[config.mk]
export PLATFORM = sky130hd
export DESIGN_NAME = histeq_div
export DESIGN_NICKNAME = d
export VERILOG_FILES = /design/src/rtl/core/histeq_pkg.sv /design/src/rtl/core/histeq_div.sv
export SDC_FILE = /design/constraint.sdc
export NUM_CORES = 1
export LEC_CHECK = 0
export BUFFER_PORTS_ARGS = -buffer_cell sky130_fd_sc_hd__buf_4
export CORE_ASPECT_RATIO = 1.4
export CORE_MARGIN = 4
export CORE_UTILIZATION = 30
export CTS_CLUSTER_SIZE = 28
export DETAILED_ROUTE_END_ITERATION = 12
export RECOVER_POWER = 100
export SETUP_SLACK_MARGIN = 0.4
export SLEW_MARGIN = 20
export SYNTH_ARGS = -nofsm -noshare
export SYNTH_HDL_FRONTEND = slang
export SYNTH_SLANG_ARGS = --single-unit
[constraint.sdc]
create_clock -name clk -period 3.3 [get_ports clk]
set_input_delay 0.99 -clock clk [delete_from_list [all_inputs] [get_ports clk]]
set_output_delay 0.99 -clock clk [all_outputs]
set_load 0.005 [all_outputs]
[src/rtl/core/histeq_pkg.sv]
package histeq_pkg;

	localparam int BIN_COUNT  = 256;
	localparam int COUNT_BITS = 24;
	localparam int PIX_BITS   = 8;
	localparam int BIN_BITS   = 8;
	localparam int CUM_BITS   = 32;
	localparam int QUO_BITS   = 10;
	localparam logic [COUNT_BITS-1:0] COUNT_MAX = {COUNT_BITS{1'b1}};

	localparam logic FUNC_COUNT = 1'b0;
	localparam logic FUNC_MAP   = 1'b1;

	typedef struct packed {
		logic                func;
		logic [PIX_BITS-1:0] pixel;
		logic                frame_end;
	} in_item_t;

	typedef struct packed {
		logic [PIX_BITS-1:0] mapped_pixel;
		logic                out_last;
	} out_item_t;

endpackage

[src/rtl/core/histeq_div.sv]
// restoring divider, one quotient bit per cycle
module histeq_div (
	input  logic                                 clk,
	input  logic                                 arst_n,
	input  logic                                 start,
	input  logic [histeq_pkg::CUM_BITS+9:0]      num,
	input  logic [histeq_pkg::CUM_BITS:0]        den,
	output logic                                 done,
	output logic [histeq_pkg::QUO_BITS-1:0]      quo
);
	localparam int NB = histeq_pkg::CUM_BITS + 10;
	localparam int SB = $clog2(NB + 1);

	logic [NB-1:0]                   num_q;
	logic [histeq_pkg::CUM_BITS:0]   den_q;
	logic [histeq_pkg::CUM_BITS+1:0] rem_q;
	logic [SB-1:0]                   cnt_q;
	logic                            busy_q;
	logic [histeq_pkg::CUM_BITS+1:0] trial;
	logic                            fits;

	assign trial = {rem_q[histeq_pkg::CUM_BITS:0], num_q[NB-1]};
	assign fits  = trial >= {1'b0, den_q};

	// shift, compare and subtract
	always_ff @(posedge clk or negedge arst_n) begin
		if (!arst_n) begin
			busy_q <= 1'b0;
			done   <= 1'b0;
			cnt_q  <= '0;
		end else begin
			done <= 1'b0;
			if (start) begin
				busy_q <= 1'b1;
				num_q  <= num;
				den_q  <= den;
				rem_q  <= '0;
				cnt_q  <= SB'(NB);
			end else if (busy_q) begin
				rem_q <= fits ? trial - {1'b0, den_q} : trial;
				num_q <= {num_q[NB-2:0], fits};
				cnt_q <= cnt_q - 1'b1;
				if (cnt_q == SB'(1)) begin
					busy_q <= 1'b0;
					done   <= 1'b1;
				end
			end
		end
	end

	// quotient lands in num_q; values above 1023 clamp below anyway
	assign quo = (|num_q[NB-1:histeq_pkg::QUO_BITS]) ? '1 : num_q[histeq_pkg::QUO_BITS-1:0];
endmodule

==> flow_summary.toml <==
[drt]
drtAntennaViolNets = 0
dr.pass1.iters = 4
route.detailed.vias_per_inst = 5.08
dr.first_iter.drc_count = 299
wl_um = 19900
avgRoutedWirePerCell_um = 17.1
vias = 5920
detail_route.drc_violations = 0

[placed_design]
routabilityCongestion = 0.908
dp.final_hpwl_um = 14000
post_dp_area_sq_um = 8540
port-buffer-count = 88
place_inst = 1098

[final_layout]
post_layout_nonfiller_instances = 1165
post-route-util_pct = 42.6
layout.cell_area.non_filler_sq_um = 9920
final.fill_count = 2289
layout.nets = 961
area.growth.synth_to_final_pct = 39.2
drive_gt1_share_pct = 37.5
diodes = 0

[pwr]
seqPwrFrac_pct = 32.7
power_frac_clock_pct = 32.1
p_leak_uw = 0.00389
internal_power_summed_over_all_cells_uw = 4030
swShare_pct = 31.3
power_density_nw_per_um2 = 591
max-vdd-ir-drop_uv = 392
combPwrFrac_pct = 35.3
power_switching_uw = 1830

[sta]
worst_max_slew_margin_expressed_relative_to_the_limit_pct = 7.06
finalSetupViolCount = 0
final.setup_skew_ps = 11.5
finalCritPeriodShare_pct = 94.7
setup_repair_after_global_routing_missed_its_margin = "yes"
timing.final.crit_period_ps = 3130
drv_slew = 0
final.hold.worst_slack_ps = 519
clock.fmax_mhz = 320
report.final.hold_viol_count = 0
tightest_slew_ps = 1390

[setup_path]
maximum_fanout_count_along_the_critical_path = 10
rr_worst_depth = 10
crit_buf_inv = 3
worstPathRequired_ps = 2310
worstPathArrival_ps = 2140
crit_chain = "nor4_4, clkbuf_4, nand4_1, buf_6, or3_1, buf_4"
reg2reg_slack_ps = 190
critPathTopFamily = "simple AND/OR/NAND/NOR gates"
timing_worst_setup_path_type = "reg -> out"
critPathMaxStageDelay_ps = 440
critical_path.slowest_cell = "sky130_fd_sc_hd__edfxtp_1"
worst_reg2reg_path_endpoint = "rem_q[24]"
timing.rr.start = "rem_q[22]"
critPathCaptureType = "output port"
cp-start-kind = "register"

[die]
core_area_sq_um = 23300
die_width_um = 138
std_cell_rows = 66
fp.dieArea_sq_um = 26300
die-height_um = 190
design.portCount = 89
floorplan.initialDensity_pct = 30.6

[clock_tree]
clock_tree.root_cell = "sky130_fd_sc_hd__clkbuf_16"
clk_transition_reported_paths_ps = 60
clock_latency_ps = 430
clock_sinks = 116
htree_levels = 4
cts_tree = "done"
clock_buffer_count_from_cts = 17
clockBufferDepth = 2

[synth]
synth-seq-area-share_pct = 48.3
synth.area.mux_share_pct = 7.06
yosys.area_share.adder_pct = 6.42
post_synth_num_cell_types = 67
post_synth_edffs = 108
post_synth_main_area_contributors = "sky130_fd_sc_hd__edfxtp_1 (45%), sky130_fd_sc_hd__mux2_2 (6.6%), sky130_fd_sc_hd__ha_1 (6.1%)"
count_of_yosys_warnings_during_synthesis = 0
synthMostInstantiatedCell = "sky130_fd_sc_hd__edfxtp_1"
postSynthAreaPerCell_sq_um = 10.5
synth_largest_type_area_fraction_pct = 45.5
synth_area_sq_um = 7130
postSynthCellCount = 682
synth-compound-area-share_pct = 15.6
yosysTopAreaCell = "sky130_fd_sc_hd__edfxtp_1"
ys_async_sr_fraction_pct = 6.90
synth-simple-area-share_pct = 15.3
post_synth_xor_area_fraction_pct = 2.83
combinational_family_with_the_most_area_after_synthesis = "compound AO/OA/AOI/OAI gates"
ys_seq_elements = 116
yosys-top-cells-count = "sky130_fd_sc_hd__edfxtp_1 (108), sky130_fd_sc_hd__nand2_1 (71), sky130_fd_sc_hd__nor2_1 (49)"
synthFlopType = "sky130_fd_sc_hd__edfxtp_1"
synth_fp_nets = 796

[global_route]
grt_pass1_wl_um = 31800
grt.overflow.total = 0
track_usage_pct = 15.1
grt_pass1_vias = 6236
grt_antenna_before_repair = 0
grt_start_max_net_pins = 56

[hold_path]
hold_path_depth = 2
hold-path-endpoint = "cnt_q[5]"
timing.hold.worst.start = "cnt_q[5]"
holdCritPathClass = "reg -> reg"

[outcome]
status = "finished, final reports clean"

[job]
timing.max_cap.violations = 0
[through the flow]
| stage | setup slack (ps) | TNS [ps] | total power (uW) |
|---|---|---|---|
| 3_3_place_gp | -218 | -218 | 3520 |
| 6_report | 173 | 0 | 5870 |
| 3_5_place_dp | -234 | -1110 | 3530 |
| 2_1_floorplan | 437 | 0 | 2940 |
| 5_1_grt | 51.6 | 0 | 6190 |
| 4_1_cts | 176 | 0 | 5700 |
[layout make-up]
| class | count | area [sq um] | area share (%) |
|---|---|---|---|
| Clock buffer | 18 | 429 | 4.33 |
| Clock inverter | 13 | 159 | 1.60 |
| Inverter | 45 | 169 | 1.70 |
| Multi-Input combinational cell | 487 | 3890 | 39.2 |
| Sequential cell | 116 | 3440 | 34.7 |
| Tap cell | 306 | 383 | 3.86 |
| Timing Repair Buffer | 180 | 1450 | 14.6 |
[cell usage in the layout (no fill, tap or decap), types with 7 or more instances in the layout]
master,n
sky130_fd_sc_hd__ha_4,13
sky130_fd_sc_hd__a21o_1,13
sky130_fd_sc_hd__a311oi_1,21
sky130_fd_sc_hd__dfrtp_1,8
sky130_fd_sc_hd__mux2_2,41
sky130_fd_sc_hd__buf_6,8
sky130_fd_sc_hd__nor4_1,7
sky130_fd_sc_hd__nand2_4,7
sky130_fd_sc_hd__nand4_1,7
sky130_fd_sc_hd__xnor2_1,16
sky130_fd_sc_hd__buf_4,115
sky130_fd_sc_hd__nor3_1,8
sky130_fd_sc_hd__or3_1,18
sky130_fd_sc_hd__inv_1,43
sky130_fd_sc_hd__clkbuf_4,38
sky130_fd_sc_hd__o21ai_0,16
sky130_fd_sc_hd__nand2b_1,8
sky130_fd_sc_hd__clkbuf_16,17
sky130_fd_sc_hd__nor2_1,48
sky130_fd_sc_hd__ha_1,20
sky130_fd_sc_hd__nand3_1,16
sky130_fd_sc_hd__buf_12,7
sky130_fd_sc_hd__o21ai_1,9
sky130_fd_sc_hd__nand2_1,60
sky130_fd_sc_hd__clkbuf_1,8
sky130_fd_sc_hd__edfxtp_1,108
sky130_fd_sc_hd__a21oi_1,38
[layer usage]
layer  vias to the layer above  track usage, %  wire length [um]
li1                       2893               -                 -
met1                      2867            16.1              7870
met2                       128            28.3             10600
met3                        32            4.11               966
met4                         0            5.78               429
met5                         -               0                 0
[flip-flops by register name (all words and copies together) (netlist names)]
register	count
busy_q	1
cnt_q	6
done	1
num_q	42
den_q	33
rem_q	33
[worst min-delay path: cells and delay by family (launching register included)]
family        cells  cell delay (ps)
xor+xnor          1               70
flops             1              350
simple gates      1               60
[worst max-delay path by stage]
stage	from	end	slack, ps	cells after the start
global placement	num_q[41]	rem_q[20]	-220	13
CTS	num_q[16]	quo[9]	180	6
floorplan	rem_q[6]	rem_q[32]	440	10
detailed placement	num_q[41]	rem_q[20]	-230	13
finish	num_q[18]	quo[8]	170	6
global route	num_q[41]	rem_q[12]	50	14
[kinds of logic after synthesis]
kind of cell | Yosys count
AOI/OAI and AO/OA | 159
buffers and inverters | 80
xor gates and xnor gates | 23
muxes | 45
DFF | 116
and+or+nand+nor | 223
adders and majority gates | 36
[repair_timing]
| action | 4_1_cts | 5_1_grt |
|---|---|---|
| hold buffers | 0 | 0 |
| gates cloned | 1 | 0 |
| buffers inserted | 20 | 15 |
| hold endpoints to repair | 0 | 0 |
| pin swaps | 24 | 37 |
| resized for setup | 60 | 61 |
| setup endpoints to repair | 44 | 44 |
[power by group through the flow]
stage | Combinational (uW) | Clock (uW) | Sequential (uW)
after floorplan | 1040 | 0 | 1900
final | 2070 | 1880 | 1920
after detailed placement | 1610 | 0 | 1930
after global placement | 1600 | 0 | 1920
after CTS | 1870 | 1920 | 1910
after global routing | 2270 | 1990 | 1930
(Power assumes the default switching activity.)
